<file path="config.mk">
export PLATFORM = sky130hd
export DESIGN_NAME = utf16_to_utf8_encoder_core
export DESIGN_NICKNAME = d
export VERILOG_FILES = /design/src/u16u8_pkg.sv /design/src/u16u8_front.sv /design/src/u16u8_queue.sv /design/src/u16u8_back.sv /design/src/utf16_to_utf8_encoder_core.sv
export SDC_FILE = /design/constraint.sdc
export NUM_CORES = 1
export LEC_CHECK = 0
export BUFFER_PORTS_ARGS = -buffer_cell sky130_fd_sc_hd__buf_2
export CAP_MARGIN = 0
export CORE_MARGIN = 2
export CORE_UTILIZATION = 54
export DETAILED_ROUTE_END_ITERATION = 10
export MAX_ROUTING_LAYER = met4
export PLACE_DENSITY = 0.84
export SKIP_CTS_REPAIR_TIMING = 1
export SLEW_MARGIN = 20
export SYNTH_ARGS = -nofsm -noshare
export SYNTH_HDL_FRONTEND = slang
export SYNTH_SLANG_ARGS = --single-unit
</file>
<file path="constraint.sdc">
create_clock -name clk -period 3.55 [get_ports clk]
set_input_delay 0 -clock clk [delete_from_list [all_inputs] [get_ports clk]]
set_output_delay 0 -clock clk [all_outputs]
set_load 0.01 [all_outputs]
</file>
<file path="src/u16u8_pkg.sv">
// Shared types and constants for the UTF-16 to UTF-8 encoder.
// Used by the front, queue, back and top-level modules; depends on nothing.
`default_nettype none

package u16u8_pkg;

    // Byte order mode register codes; any other value detects from the mark.
    localparam logic [1:0] MODE_LE     = 2'd0;
    localparam logic [1:0] MODE_BE     = 2'd1;
    localparam logic [1:0] MODE_DETECT = 2'd2;

    localparam logic [15:0] BOM_NATIVE  = 16'hfeff;
    localparam logic [15:0] BOM_SWAPPED = 16'hfffe;
    localparam logic [15:0] LOW_SURR_BASE = 16'hdc00;
    localparam logic [10:0] SUPP_OFFSET   = 11'h040;

    localparam logic [7:0] REPL_B0 = 8'hef;
    localparam logic [7:0] REPL_B1 = 8'hbf;
    localparam logic [7:0] REPL_B2 = 8'hbd;

    localparam int QUEUE_DEPTH_DEF = 2;

    // One encoded unit: up to four bytes, sent from index 0 upward.
    typedef struct packed {
        logic [3:0][7:0] bytes;
        logic [1:0]      last_idx;
        logic            string_end;
    } job_t;

endpackage

`default_nettype wire

</file>
<file path="src/u16u8_front.sv">
// Front end: takes input words, tracks byte order and held surrogates,
// and turns each unit into an encoded job. Depends on u16u8_pkg.
`default_nettype none

module u16u8_front
(
    input  wire logic              clk,
    input  wire logic              rst_n,
    input  wire logic [1:0]        mode,
    input  wire logic              in_valid,
    output logic                   in_ready,
    input  wire logic [15:0]       code_unit,
    input  wire logic              first_unit,
    input  wire logic              last_unit,
    output logic                   job_valid,
    input  wire logic              job_ready,
    output u16u8_pkg::job_t        job
);

    logic       be_reg, be_next;
    logic       pend_valid_reg, pend_valid_next;
    logic [9:0] pend_high_reg, pend_high_next;

    logic        mark, be_first, be_eff, pend_eff, drop, store_high, accept;
    logic [15:0] c, lo;
    logic [10:0] h;

    always_comb
    begin
        mark = (code_unit == u16u8_pkg::BOM_NATIVE) || (code_unit == u16u8_pkg::BOM_SWAPPED);
        case (mode)
            u16u8_pkg::MODE_LE: be_first = 1'b0;
            u16u8_pkg::MODE_BE: be_first = 1'b1;
            default:            be_first = mark ? (code_unit == u16u8_pkg::BOM_SWAPPED) : 1'b1;
        endcase
        be_eff   = first_unit ? be_first : be_reg;
        pend_eff = first_unit ? 1'b0 : pend_valid_reg;
        drop     = first_unit && mark;
        c        = be_eff ? {code_unit[7:0], code_unit[15:8]} : code_unit;
        h        = {1'b0, pend_high_reg} + u16u8_pkg::SUPP_OFFSET;
        lo       = c - u16u8_pkg::LOW_SURR_BASE;

        store_high      = 1'b0;
        job.string_end  = last_unit;
        job.bytes       = '0;
        job.last_idx    = 2'd0;
        if (pend_eff)
        begin
            // The unit after a high surrogate is joined without any check.
            job.bytes[0] = 8'hf0 | {5'h00, h[10:8]};
            job.bytes[1] = {2'b10, h[7:2]};
            job.bytes[2] = {2'b10, h[1:0], 4'h0} | lo[13:6];
            job.bytes[3] = {2'b10, lo[5:0]};
            job.last_idx = 2'd3;
        end
        else if (c < 16'h0080)
        begin
            job.bytes[0] = c[7:0];
            job.last_idx = 2'd0;
        end
        else if (c < 16'h0800)
        begin
            job.bytes[0] = {3'b110, c[10:6]};
            job.bytes[1] = {2'b10, c[5:0]};
            job.last_idx = 2'd1;
        end
        else if (c[15:11] != 5'b11011)
        begin
            job.bytes[0] = {4'he, c[15:12]};
            job.bytes[1] = {2'b10, c[11:6]};
            job.bytes[2] = {2'b10, c[5:0]};
            job.last_idx = 2'd2;
        end
        else if (c[15:10] == 6'b110110 && !last_unit)
        begin
            store_high = 1'b1;
        end
        else
        begin
            job.bytes[0] = u16u8_pkg::REPL_B0;
            job.bytes[1] = u16u8_pkg::REPL_B1;
            job.bytes[2] = u16u8_pkg::REPL_B2;
            job.last_idx = 2'd2;
        end

        in_ready  = job_ready;
        accept    = in_valid && in_ready;
        job_valid = in_valid && !drop && !store_high;

        be_next         = be_reg;
        pend_valid_next = pend_valid_reg;
        pend_high_next  = pend_high_reg;
        if (accept)
        begin
            be_next         = be_eff;
            pend_valid_next = store_high && !drop;
            pend_high_next  = store_high ? c[9:0] : 10'd0;
        end
    end

    always_ff @(posedge clk or negedge rst_n)
    begin
        if (!rst_n)
        begin
            be_reg         <= 1'b0;
            pend_valid_reg <= 1'b0;
            pend_high_reg  <= 10'd0;
        end
        else
        begin
            be_reg         <= be_next;
            pend_valid_reg <= pend_valid_next;
            pend_high_reg  <= pend_high_next;
        end
    end

endmodule

`default_nettype wire

</file>
<file path="src/u16u8_queue.sv">
// Short job queue between the front and back ends.
// Depends on u16u8_pkg for the job type.
`default_nettype none

module u16u8_queue
#(
    parameter int DEPTH = u16u8_pkg::QUEUE_DEPTH_DEF
)
(
    input  wire logic              clk,
    input  wire logic              rst_n,
    input  wire logic              push_valid,
    output logic                   push_ready,
    input  wire u16u8_pkg::job_t   push_job,
    output logic                   pop_valid,
    input  wire logic              pop_ready,
    output u16u8_pkg::job_t        pop_job
);

    localparam int PW = (DEPTH > 1) ? $clog2(DEPTH) : 1;
    localparam int CW = $clog2(DEPTH + 1);
    localparam logic [PW-1:0] LAST_PTR = PW'(DEPTH - 1);

    u16u8_pkg::job_t entries [DEPTH];
    logic [PW-1:0] wr_ptr_reg, wr_ptr_next, rd_ptr_reg, rd_ptr_next;
    logic [CW-1:0] count_reg, count_next;
    logic          do_push, do_pop;

    always_comb
    begin
        push_ready = (count_reg != CW'(DEPTH));
        pop_valid  = (count_reg != '0);
        pop_job    = entries[rd_ptr_reg];
        do_push    = push_valid && push_ready;
        do_pop     = pop_valid && pop_ready;
        wr_ptr_next = wr_ptr_reg;
        rd_ptr_next = rd_ptr_reg;
        if (do_push)
            wr_ptr_next = (wr_ptr_reg == LAST_PTR) ? '0 : wr_ptr_reg + 1'b1;
        if (do_pop)
            rd_ptr_next = (rd_ptr_reg == LAST_PTR) ? '0 : rd_ptr_reg + 1'b1;
        count_next = count_reg + CW'(do_push) - CW'(do_pop);
    end

    always_ff @(posedge clk)
    begin
        if (do_push)
            entries[wr_ptr_reg] <= push_job;
    end

    always_ff @(posedge clk or negedge rst_n)
    begin
        if (!rst_n)
        begin
            wr_ptr_reg <= '0;
            rd_ptr_reg <= '0;
            count_reg  <= '0;
        end
        else
        begin
            wr_ptr_reg <= wr_ptr_next;
            rd_ptr_reg <= rd_ptr_next;
            count_reg  <= count_next;
        end
    end

endmodule

`default_nettype wire

</file>
<file path="src/u16u8_back.sv">
// Back end: serializes queued jobs through a registered output stage into one
// output word per cycle while the output is ready. Depends on u16u8_pkg.
`default_nettype none

module u16u8_back
(
    input  wire logic              clk,
    input  wire logic              rst_n,
    input  wire logic              job_valid,
    output logic                   job_ready,
    input  wire u16u8_pkg::job_t   job,
    output logic                   out_valid,
    input  wire logic              out_ready,
    output logic [7:0]             out_byte,
    output logic                   run_end,
    output logic                   string_end
);

    u16u8_pkg::job_t cur_reg, cur_next;
    logic       busy_reg, busy_next;
    logic [1:0] idx_reg, idx_next;
    logic       ovalid_reg, ovalid_next;
    logic [7:0] obyte_reg, obyte_next;
    logic       orun_reg, orun_next, ostr_reg, ostr_next;
    logic       out_free, emit, tail;

    always_comb
    begin
        out_free = !ovalid_reg || out_ready;
        emit     = busy_reg && out_free;
        tail     = (idx_reg == cur_reg.last_idx);
        // A new job loads as the current one sends its final byte.
        job_ready = !busy_reg || (emit && tail);

        cur_next    = cur_reg;
        busy_next   = busy_reg;
        idx_next    = idx_reg;
        ovalid_next = ovalid_reg && !out_ready;
        obyte_next  = obyte_reg;
        orun_next   = orun_reg;
        ostr_next   = ostr_reg;

        if (emit)
        begin
            ovalid_next = 1'b1;
            obyte_next  = cur_reg.bytes[idx_reg];
            orun_next   = tail;
            ostr_next   = tail && cur_reg.string_end;
            idx_next    = idx_reg + 2'd1;
            if (tail)
                busy_next = 1'b0;
        end
        if (job_ready && job_valid)
        begin
            cur_next  = job;
            busy_next = 1'b1;
            idx_next  = 2'd0;
        end
    end

    always_ff @(posedge clk)
    begin
        cur_reg   <= cur_next;
        obyte_reg <= obyte_next;
        orun_reg  <= orun_next;
        ostr_reg  <= ostr_next;
    end

    always_ff @(posedge clk or negedge rst_n)
    begin
        if (!rst_n)
        begin
            busy_reg   <= 1'b0;
            idx_reg    <= 2'd0;
            ovalid_reg <= 1'b0;
        end
        else
        begin
            busy_reg   <= busy_next;
            idx_reg    <= idx_next;
            ovalid_reg <= ovalid_next;
        end
    end

    assign out_valid  = ovalid_reg;
    assign out_byte   = obyte_reg;
    assign run_end    = orun_reg;
    assign string_end = ostr_reg;

endmodule

`default_nettype wire

</file>
<file path="src/utf16_to_utf8_encoder_core.sv">
// UTF-16 to UTF-8 encoder: one code unit per input word, one UTF-8 byte per
// output word. The output is the bottleneck: each unit yields 1 to 3 bytes
// (a surrogate pair 4 on its second unit, a byte order mark or a held high
// surrogate none). A small job queue lets input be taken while earlier bytes
// are still being sent. The user must write the byte order mode through the
// cfg port only while the block is idle; the block does not enforce this.
`default_nettype none

module utf16_to_utf8_encoder_core
#(
    parameter int QUEUE_DEPTH = u16u8_pkg::QUEUE_DEPTH_DEF
)
(
    input  wire logic        clk,
    input  wire logic        rst_n,
    input  wire logic        cfg_valid,
    output logic             cfg_ready,
    input  wire logic [1:0]  cfg_data,    // byte_order_mode
    input  wire logic        s_tvalid,
    output logic             s_tready,
    input  wire logic [15:0] s_tdata,     // code_unit[15:0]
    input  wire logic        s_tuser,     // first_unit
    input  wire logic        s_tlast,     // last_unit
    output logic             m_tvalid,
    input  wire logic        m_tready,
    output logic [7:0]       m_tdata,     // out_byte[7:0]
    output logic             m_tuser,     // run_end
    output logic             m_tlast      // string_end
);

    logic [1:0] mode_reg;
    logic       fq_valid, fq_ready, qb_valid, qb_ready;
    u16u8_pkg::job_t fq_job, qb_job;

    assign cfg_ready = 1'b1;

    always_ff @(posedge clk or negedge rst_n)
    begin
        if (!rst_n)
            mode_reg <= u16u8_pkg::MODE_DETECT;
        else if (cfg_valid)
            mode_reg <= cfg_data;
    end

    u16u8_front u_front
    (
        .clk        (clk),
        .rst_n      (rst_n),
        .mode       (mode_reg),
        .in_valid   (s_tvalid),
        .in_ready   (s_tready),
        .code_unit  (s_tdata),
        .first_unit (s_tuser),
        .last_unit  (s_tlast),
        .job_valid  (fq_valid),
        .job_ready  (fq_ready),
        .job        (fq_job)
    );

    u16u8_queue #(.DEPTH(QUEUE_DEPTH)) u_queue
    (
        .clk        (clk),
        .rst_n      (rst_n),
        .push_valid (fq_valid),
        .push_ready (fq_ready),
        .push_job   (fq_job),
        .pop_valid  (qb_valid),
        .pop_ready  (qb_ready),
        .pop_job    (qb_job)
    );

    u16u8_back u_back
    (
        .clk        (clk),
        .rst_n      (rst_n),
        .job_valid  (qb_valid),
        .job_ready  (qb_ready),
        .job        (qb_job),
        .out_valid  (m_tvalid),
        .out_ready  (m_tready),
        .out_byte   (m_tdata),
        .run_end    (m_tuser),
        .string_end (m_tlast)
    );

endmodule

`default_nettype wire

</file>
==> results of run 1 <==
-- layout by cell type (no fill, tap or decap), types with 4 or more instances in the layout --
cell type	netlist	final
sky130_fd_sc_hd__edfxtp_1	106	106
sky130_fd_sc_hd__o211ai_1	11	11
sky130_fd_sc_hd__xnor2_1	5	5
sky130_fd_sc_hd__dlygate4sd3_1	0	7
sky130_fd_sc_hd__buf_4	4	9
sky130_fd_sc_hd__nand2_1	33	33
sky130_fd_sc_hd__inv_1	5	5
sky130_fd_sc_hd__a211o_1	8	8
sky130_fd_sc_hd__bufinv_16	0	4
sky130_fd_sc_hd__clkbuf_16	0	16
sky130_fd_sc_hd__nor3_1	5	5
sky130_fd_sc_hd__o21ai_0	17	17
sky130_fd_sc_hd__mux2i_1	11	11
sky130_fd_sc_hd__nand3_1	5	5
sky130_fd_sc_hd__dfrtp_1	21	21
sky130_fd_sc_hd__mux4_2	7	7
sky130_fd_sc_hd__inv_6	0	4
sky130_fd_sc_hd__xor2_1	7	7
sky130_fd_sc_hd__nand4_1	6	6
sky130_fd_sc_hd__nor2_1	17	17
sky130_fd_sc_hd__nand2b_1	6	6
sky130_fd_sc_hd__mux2_2	44	44
sky130_fd_sc_hd__buf_2	1	36
-- layer usage --
metal / vias to the layer above / part of all wire
li1: 1615 / -
met1: 1788 / 0.41
met2: 209 / 0.49
met5: - / 0
met3: 42 / 0.069
met4: 0 / 0.032
-- metrics by stage --
stage                      util  power [uW]  area [sq um]  instances
after floorplan               -        3280          5730        392
after global placement    0.588        3620          6070        554
after global routing      0.655        5740          6760        593
after CTS                 0.648        5530          6690        586
final                     0.655        5520          6760        593
after detailed placement  0.588        3680          6070        554
-- worst max-delay path by stage --
stage	cells past startpoint	from	end
final	10	mode_reg[1]	u_queue.entries[1][5]
after global routing	10	mode_reg[1]	u_queue.entries[1][5]
after CTS	10	mode_reg[1]	u_queue.entries[1][5]
after detailed placement	10	mode_reg[1]	u_queue.entries[1][5]
after global placement	9	mode_reg[0]	u_queue.entries[0][6]
after floorplan	5	mode_reg[0]	u_queue.entries[0][0]
-- kinds of logic (layout without fill, tap and decap cells) --
group,Yosys count,in the layout,synth area share
buf+inv,24,89,0.0186
mux,63,63,0.136
compound gates,67,67,0.0822
other cells,1,1,0.000655
simple gates,94,94,0.0855
flops,128,128,0.652
xor+xnor,12,12,0.0184
fa+ha+maj,3,3,0.00656
-- cell type report --
class	instances	area, sq um
clock buffer	18	418
clock inverter	14	205
fill	701	3560
inverter	5	18.8
multi-input combinational	240	1900
sequential	128	3730
tap	136	170
timing repair buffer	52	318
-- power groups by stage --
stage | combinational [uW] | clock (uW) | sequential [uW]
5_1_grt | 1440 | 1900 | 2400
3_3_place_gp | 1270 | 0 | 2350
2_1_floorplan | 922 | 0 | 2360
6_report | 1330 | 1830 | 2360
4_1_cts | 1330 | 1840 | 2370
3_5_place_dp | 1300 | 0 | 2380
-- worst max-delay path, delay by kind of cell (launching register included) --
kind                       cells  cell delay, ns
AOI/OAI and AO/OA              2            0.39
adders and majority gates      1            0.20
buffers and inverters          1            0.06
DFF                            1            0.58
muxes                          2            0.72
and+or+nand+nor                4            1.07
==> tab_implementation.tex, run 1 <==
\begin{tabular}{lr}
\hline
Metric & Value \\
\hline
\multicolumn{2}{l}{\textbf{Setup path}} \\
CP Capture Type & flop \\
Arr. time, crit path & about 3.6 ns \\
Worst r2r dst & u\_queue.entries[1][5] \\
Top fanout value on the critical path & 8 \\
Startpoint of the most critical register-to-register path & mode\_reg[1] \\
Ordered list of cells on the worst path & and3b\_1 -> nand3\_1 -> mux2i\_1 -> or2\_2 -> inv\_1 -> ha\_1 -> o211ai\_1 -> nor3b\_2 -> mux2\_2 -> o211ai\_1 \\
Element type at the critical path start & flop \\
Master of the slowest instance on the critical path & sky130\_fd\_sc\_hd\_\_dfstp\_2 \\
Reg2Reg Depth & 10 \\
CP max stage delay & between 0.5 and 0.6 ns \\
Setup slack on the worst flop-to-flop path & approximately 0.30 ns \\
CP dominant cell by count & sky130\_fd\_sc\_hd\_\_o211ai\_1 \\
Required time of the critical path & between 3 and 4 ns \\
Critical path class & flop to flop \\
\multicolumn{2}{l}{\textbf{Flow run}} \\
Maxcap violations & 0 \\
\multicolumn{2}{l}{\textbf{Min path}} \\
Hold Path Cell Cnt & 4 \\
Min-Delay Path Class & primary input to flop \\
Beginning of the worst hold path & s\_tdata[4] \\
Min-Delay Endpoint & u\_front.pend\_high\_reg[4] \\
\multicolumn{2}{l}{\textbf{Clocking}} \\
H-tree levels & 4 \\
TritonCTS clock tree & yes \\
Clock latency reported for the late side of the worst-skew pair & roughly 0.53 ns \\
Number of sinks on the clock net & 128 \\
Clock slew at the register clock pins of the worst setup and hold paths & about 0.060 ns \\
Root buf cell & sky130\_fd\_sc\_hd\_\_clkbuf\_8 \\
Buffer depth of the longest clock path & 2 \\
Total CTS buffers & 17 \\
\multicolumn{2}{l}{\textbf{Timing}} \\
RSZ-0062 raised after global routing & false \\
Number of setup violations in the final report & 0 \\
Time the final worst path needs with I/O delays and setup & roughly 3.2 ns \\
Final hold violation count & 2 \\
Post-route setup TNS & 0 ns \\
Worst slack on hold paths & -0.0162 ns \\
Pins Over Slew Limit & 0 \\
Slew margin rel. & 0.380 \\
Final worst clock skew & 0.00609 ns \\
Final setup margin & roughly 0.3 ns \\
Measured slew at the worst slew-check pin & about 0.9 ns \\
Fraction of the cycle the final worst path needs & 0.915 \\
FMAX & $\sim$310 MHz \\
\multicolumn{2}{l}{\textbf{Route}} \\
Number of violations reported at the end of detailed-routing iteration 0 & $\sim$510 \\
DRC violations left & 0 \\
Final Routed Wirelength & between 10 and 15 mm \\
Router iterations before antenna repair & 6 \\
Average wire per cell in the routed design & approximately 21 microns \\
Vias & about 3700 \\
Per-cell via count in the routed design & approximately 6.2 \\
Post-route antenna net violation count & 0 \\
\multicolumn{2}{l}{\textbf{Global routing}} \\
Global Route met1 Usage & 0.315 \\
Pin count of the biggest net entering global routing & 36 \\
Via count of the first global-routing pass & approximately 3500 \\
Top Usage Layer GRT & met2 \\
First-pass GRT wire length & 19.7 mm \\
GRT Util Overall & 0.242 \\
Residual overflow from global routing & 0 \\
Met3 global-route usage & 0.0529 \\
GRT met2 Usage & 0.380 \\
Initial antenna violation count & 0 \\
\multicolumn{2}{l}{\textbf{Synthesis}} \\
Flops \& latches, synth & $\sim$130 \\
Fraction of post-synthesis cell area in the top cell type by area & 0.556 \\
Synth area leaders & sky130\_fd\_sc\_hd\_\_edfxtp\_1 (56\%), sky130\_fd\_sc\_hd\_\_dfrtp\_1 (9.2\%), sky130\_fd\_sc\_hd\_\_mux2\_2 (8.7\%) \\
Count of flip-flops with a built-in enable after synthesis & approximately 110 \\
Count of yosys warnings during synthesis & 0 \\
Share of flip-flops with an asynchronous set or reset & 0.172 \\
Most frequent cell after synthesis & sky130\_fd\_sc\_hd\_\_edfxtp\_1 \\
Cell taking the most area after synthesis & sky130\_fd\_sc\_hd\_\_edfxtp\_1 \\
Leading register cell type out of synthesis & sky130\_fd\_sc\_hd\_\_edfxtp\_1 \\
Mapped Avg Cell Area & around 15 sq um \\
Post-Syn Nets & 420 \\
Part of the Yosys area used for sequential elements & 0.652 \\
Number of distinct library cells after synthesis & between 50 and 60 \\
Post-synthesis cell count & between 300 and 400 \\
Commonest cells in the netlist & sky130\_fd\_sc\_hd\_\_edfxtp\_1 (106), sky130\_fd\_sc\_hd\_\_mux2\_2 (44), sky130\_fd\_sc\_hd\_\_nand2\_1 (33), sky130\_fd\_sc\_hd\_\_dfrtp\_1 (21) \\
Mapped cell area & about 5700 sq um \\
\multicolumn{2}{l}{\textbf{Pwr}} \\
PwrDens & 816 nW/um\^{}2 \\
Static power due to leakage & 0.00251 uW \\
Switching portion of total power & 0.286 \\
Internal portion of total power & just under 4000 uW \\
Sequential power share & 0.428 \\
Net switching power figure & $\sim$1600 uW \\
Portion of total power attributed to the clock network & 0.331 \\
Portion of total power attributed to combinational logic & 0.241 \\
Peak supply drop & around 0.33 mV \\
\multicolumn{2}{l}{\textbf{Run status}} \\
Violated checks & negative hold slack \\
Result of the run & complete, but fails checks \\
\multicolumn{2}{l}{\textbf{Finish}} \\
Max reg flops & 64 \\
Number of antenna diodes & 0 \\
Area growth, synth to finish & 18.1\% \\
Layout Nets & about 470 \\
Fraction of layout instances using a drive strength above 1 & 0.313 \\
\multicolumn{2}{l}{\textbf{Place}} \\
Sum of net half-perimeters after detailed placement & around 7.6 mm \\
Final RePlAce weighted congestion & 0.956 \\
Count of input and output buffers & 36 \\
Minimum setup slack after placement & between 0.5 and 0.6 ns \\
\multicolumn{2}{l}{\textbf{Floorplan}} \\
IO Pins & 38 \\
Die Footprint & $\sim$11000 sq um \\
Effective utilization at floorplan & 0.554 \\
Vert. Die Dim & 107 microns \\
Standard-cell rows & 37 \\
Die outline width & approximately 110 microns \\
Core region area & about 10000 sq um \\
\hline
\end{tabular}
No activity file was read; power rests on OpenSTA's default activity.
==> inputs of run 2 (changes only) <==
--- a/config.mk
+++ b/config.mk
@@ -5,6 +5,7 @@
 export SDC_FILE = /design/constraint.sdc
 export NUM_CORES = 1
 export LEC_CHECK = 0
+export ABC_AREA = 1
 export BUFFER_PORTS_ARGS = -buffer_cell sky130_fd_sc_hd__buf_2
 export CAP_MARGIN = 0
 export CORE_MARGIN = 2
==> run 2 against run 1 <==
Net effect: the run still ends with negative hold slack left; worst hold slack better by 0.011 ns; first-iteration DRC count is 18% lower; sequential power grew 5%; area after synthesis up 3.4%; total power rose by 2.7%; combinational power rose by 16%; final area is 2.2% higher; clock-buffer cell count is the same; critical path type unchanged; largest cell class unchanged; highest routed layer unchanged.
==> tab_implementation.tex, run 2 <==
\begin{tabular}{lr}
\hline
Metric & Value \\
\hline
\multicolumn{2}{l}{\textbf{Pwr}} \\
Peak supply drop & around 0.47 mV \\
Internal portion of total power & approximately 3800 uW \\
Net switching power figure & 1910 uW \\
Static power due to leakage & between 0.002 and 0.003 uW \\
Portion of total power attributed to the clock network & 0.293 \\
PwrDens & $\sim$820 nW/um\^{}2 \\
Switching portion of total power & 0.337 \\
Portion of total power attributed to combinational logic & 0.271 \\
Sequential power share & 0.436 \\
\multicolumn{2}{l}{\textbf{Timing}} \\
Time the final worst path needs with I/O delays and setup & $\sim$2.8 ns \\
Final worst clock skew & 0.00922 ns \\
RSZ-0062 raised after global routing & false \\
Number of setup violations in the final report & 0 \\
Measured slew at the worst slew-check pin & 0.949 ns \\
Fraction of the cycle the final worst path needs & 0.803 \\
Post-route setup TNS & 0 ns \\
Worst slack on hold paths & -0.00545 ns \\
Pins Over Slew Limit & 0 \\
FMAX & between 300 and 400 MHz \\
Slew margin rel. & 0.363 \\
Final hold violation count & 6 \\
\multicolumn{2}{l}{\textbf{Setup path}} \\
CP Capture Type & flop \\
Beginning of the critical path & mode\_reg[1] \\
Worst r2r dst & u\_queue.entries[1][7] \\
Setup slack on the worst flop-to-flop path & between 0.7 and 0.8 ns \\
Critical path class & flop to flop \\
Top fanout value on the critical path & 32 \\
Startpoint of the most critical register-to-register path & mode\_reg[1] \\
Arr. time, crit path & 3.01 ns \\
Element type at the critical path start & flop \\
CP Capture Point & u\_queue.entries[1][7] \\
Required time of the critical path & between 3 and 4 ns \\
Reg2Reg Depth & 11 \\
\multicolumn{2}{l}{\textbf{Floorplan}} \\
IO Pins & 38 \\
Die Footprint & 11800 sq um \\
Die outline width & 109 microns \\
Core region area & around 11000 sq um \\
Effective utilization at floorplan & 0.551 \\
Standard-cell rows & 38 \\
Vert. Die Dim & between 100 and 150 microns \\
\multicolumn{2}{l}{\textbf{Finish}} \\
Max reg flops & 64 \\
Number of antenna diodes & 0 \\
Area growth, synth to finish & 16.7\% \\
Most common cell after layout, fill and taps aside & sky130\_fd\_sc\_hd\_\_nand2\_1 \\
Fraction of layout instances using a drive strength above 1 & 0.163 \\
Layout Nets & roughly 670 \\
Highest-count cells in the layout ignoring fill and taps & sky130\_fd\_sc\_hd\_\_nand2\_1 (199), sky130\_fd\_sc\_hd\_\_edfxtp\_1 (106), sky130\_fd\_sc\_hd\_\_inv\_1 (44), sky130\_fd\_sc\_hd\_\_o21ai\_0 (44), sky130\_fd\_sc\_hd\_\_nor2\_1 (42) \\
\multicolumn{2}{l}{\textbf{Synthesis}} \\
Most frequent cell after synthesis & sky130\_fd\_sc\_hd\_\_nand2\_1 \\
Post-Syn Nets & 614 \\
Post-synthesis cell count & a little under 600 \\
Mapped cell area & 5920 sq um \\
Flops \& latches, synth & roughly 130 \\
Part of the Yosys area used for sequential elements & 0.631 \\
Count of flip-flops with a built-in enable after synthesis & approximately 110 \\
Leading register cell type out of synthesis & sky130\_fd\_sc\_hd\_\_edfxtp\_1 \\
Fraction of post-synthesis cell area in the top cell type by area & 0.538 \\
Number of distinct library cells after synthesis & between 40 and 50 \\
Commonest cells in the netlist & sky130\_fd\_sc\_hd\_\_nand2\_1 (199), sky130\_fd\_sc\_hd\_\_edfxtp\_1 (106), sky130\_fd\_sc\_hd\_\_inv\_1 (44), sky130\_fd\_sc\_hd\_\_nor2\_1 (44), sky130\_fd\_sc\_hd\_\_o21ai\_0 (44) \\
Share of flip-flops with an asynchronous set or reset & 0.172 \\
Synth area leaders & sky130\_fd\_sc\_hd\_\_edfxtp\_1 (54\%), sky130\_fd\_sc\_hd\_\_nand2\_1 (13\%), sky130\_fd\_sc\_hd\_\_dfrtp\_1 (8.9\%) \\
Mapped Avg Cell Area & about 10 sq um \\
Cell taking the most area after synthesis & sky130\_fd\_sc\_hd\_\_edfxtp\_1 \\
Count of yosys warnings during synthesis & 0 \\
\multicolumn{2}{l}{\textbf{Route}} \\
Final Routed Wirelength & around 13 mm \\
DRC violations left & 0 \\
Vias & $\sim$4400 \\
Average wire per cell in the routed design & $\sim$16 microns \\
Post-route antenna net violation count & 0 \\
Number of violations reported at the end of detailed-routing iteration 0 & approximately 420 \\
Per-cell via count in the routed design & between 5 and 6 \\
Router iterations before antenna repair & 5 \\
\multicolumn{2}{l}{\textbf{Place}} \\
Final RePlAce weighted congestion & around 0.93 \\
Sum of net half-perimeters after detailed placement & 8.96 mm \\
Count of input and output buffers & 36 \\
\multicolumn{2}{l}{\textbf{Global routing}} \\
Via count of the first global-routing pass & 4090 \\
First-pass GRT wire length & between 20 and 25 mm \\
Pin count of the biggest net entering global routing & 34 \\
GRT Util Overall & 0.238 \\
Residual overflow from global routing & 0 \\
Initial antenna violation count & 0 \\
\multicolumn{2}{l}{\textbf{Run status}} \\
Result of the run & complete, but fails checks \\
Violated checks & negative hold slack \\
\multicolumn{2}{l}{\textbf{Flow run}} \\
Maxcap violations & 0 \\
\multicolumn{2}{l}{\textbf{Clocking}} \\
Clock latency reported for the late side of the worst-skew pair & 0.52 ns \\
TritonCTS clock tree & yes \\
H-tree levels & 4 \\
Root buf cell & sky130\_fd\_sc\_hd\_\_clkbuf\_8 \\
Number of sinks on the clock net & 128 \\
Total CTS buffers & 17 \\
Clock slew at the register clock pins of the worst setup and hold paths & 0.06 ns \\
Buffer depth of the longest clock path & 2 \\
\multicolumn{2}{l}{\textbf{Min path}} \\
Min-Delay Path Class & primary input to asynchronous set/reset pin \\
\hline
\end{tabular}
==> run 2: cell types whose count changed after synthesis, sizes merged, moves of 11 or more <==
cell | previous run | this run
o21ai | 19 | 50
nor2 | 18 | 48
o22ai | 1 | 14
inv | 5 | 48
o211ai | 12 | 1
mux2 | 44 | 2
nand2 | 34 | 208
nand3 | 5 | 26
mux2i | 12 | 0
==> run 2: critical path, stage by stage, from the launching register on <==
cell                       delay, ns
sky130_fd_sc_hd__dfstp_2        0.55
sky130_fd_sc_hd__nand3_2        0.09
sky130_fd_sc_hd__o21bai_4       0.26
sky130_fd_sc_hd__nand2_4        0.24
sky130_fd_sc_hd__nand2_1        0.11
sky130_fd_sc_hd__nand2_1        0.15
sky130_fd_sc_hd__nand2_1        0.10
sky130_fd_sc_hd__nor2_1         0.06
sky130_fd_sc_hd__nand4_2        0.19
sky130_fd_sc_hd__nand3_2        0.21
sky130_fd_sc_hd__nor2_2         0.13
sky130_fd_sc_hd__buf_4          0.39
==> run 2: per-layer routing <==
metal | global-route usage | vias up | part of all wire
met3 | 0.0472 | 24 | 0.054
met5 | - | - | 0
met2 | 0.395 | 177 | 0.51
met1 | 0.290 | 2070 | 0.42
met4 | 0.0888 | 0 | 0.019
li1 | - | 2079 | -
==> run 2: stage by stage <==
step / util / instance area [sq um] / total power, uW / instances / worst slack, ns
3_5_place_dp: 0.580 / 6230 / 4000 / 750 / 0.725
6_report: 0.643 / 6910 / 5670 / 792 / 0.701
2_1_floorplan: - / 5920 / 3500 / 586 / 0.0944
3_3_place_gp: 0.580 / 6230 / 3890 / 750 / 0.846
4_1_cts: 0.634 / 6810 / 5670 / 782 / 0.686
5_1_grt: 0.643 / 6910 / 5990 / 792 / 0.490
==> run 2: kinds of logic after synthesis <==
group / synth area share
AOI/OAI and AO/OA: 0.0831
xor gates and xnor gates: 0.0118
adders and majority gates: 0.00634
buffers and inverters: 0.0499
DFF: 0.631
muxes: 0.00381
other: 0.000634
and+or+nand+nor: 0.213
==> run 2: cell type report <==
type | instances | area [sq um]
fill | 824 | 3840
sequential | 128 | 3730
multi-input combinational | 388 | 1890
clock buffer | 18 | 418
timing repair buffer | 54 | 340
inverter | 50 | 190
tap | 140 | 175
clock inverter | 14 | 156
==> run 2: how the worst min path moves through the flow <==
stage	endpoint	start
detailed placement	mode_reg[0]	rst_n
floorplan	mode_reg[0]	rst_n
global route	u_front.pend_high_reg[9]	s_tdata[1]
CTS	mode_reg[0]	rst_n
finish	mode_reg[0]	rst_n
global placement	mode_reg[0]	rst_n
==> run 2: power groups by stage <==
stage / combinational [uW] / clock (uW) / sequential [uW]
final: 1540 / 1660 / 2470
after global routing: 1730 / 1750 / 2510
after CTS: 1520 / 1670 / 2470
after detailed placement: 1500 / 0 / 2500
after global placement: 1420 / 0 / 2460
after floorplan: 1030 / 0 / 2470
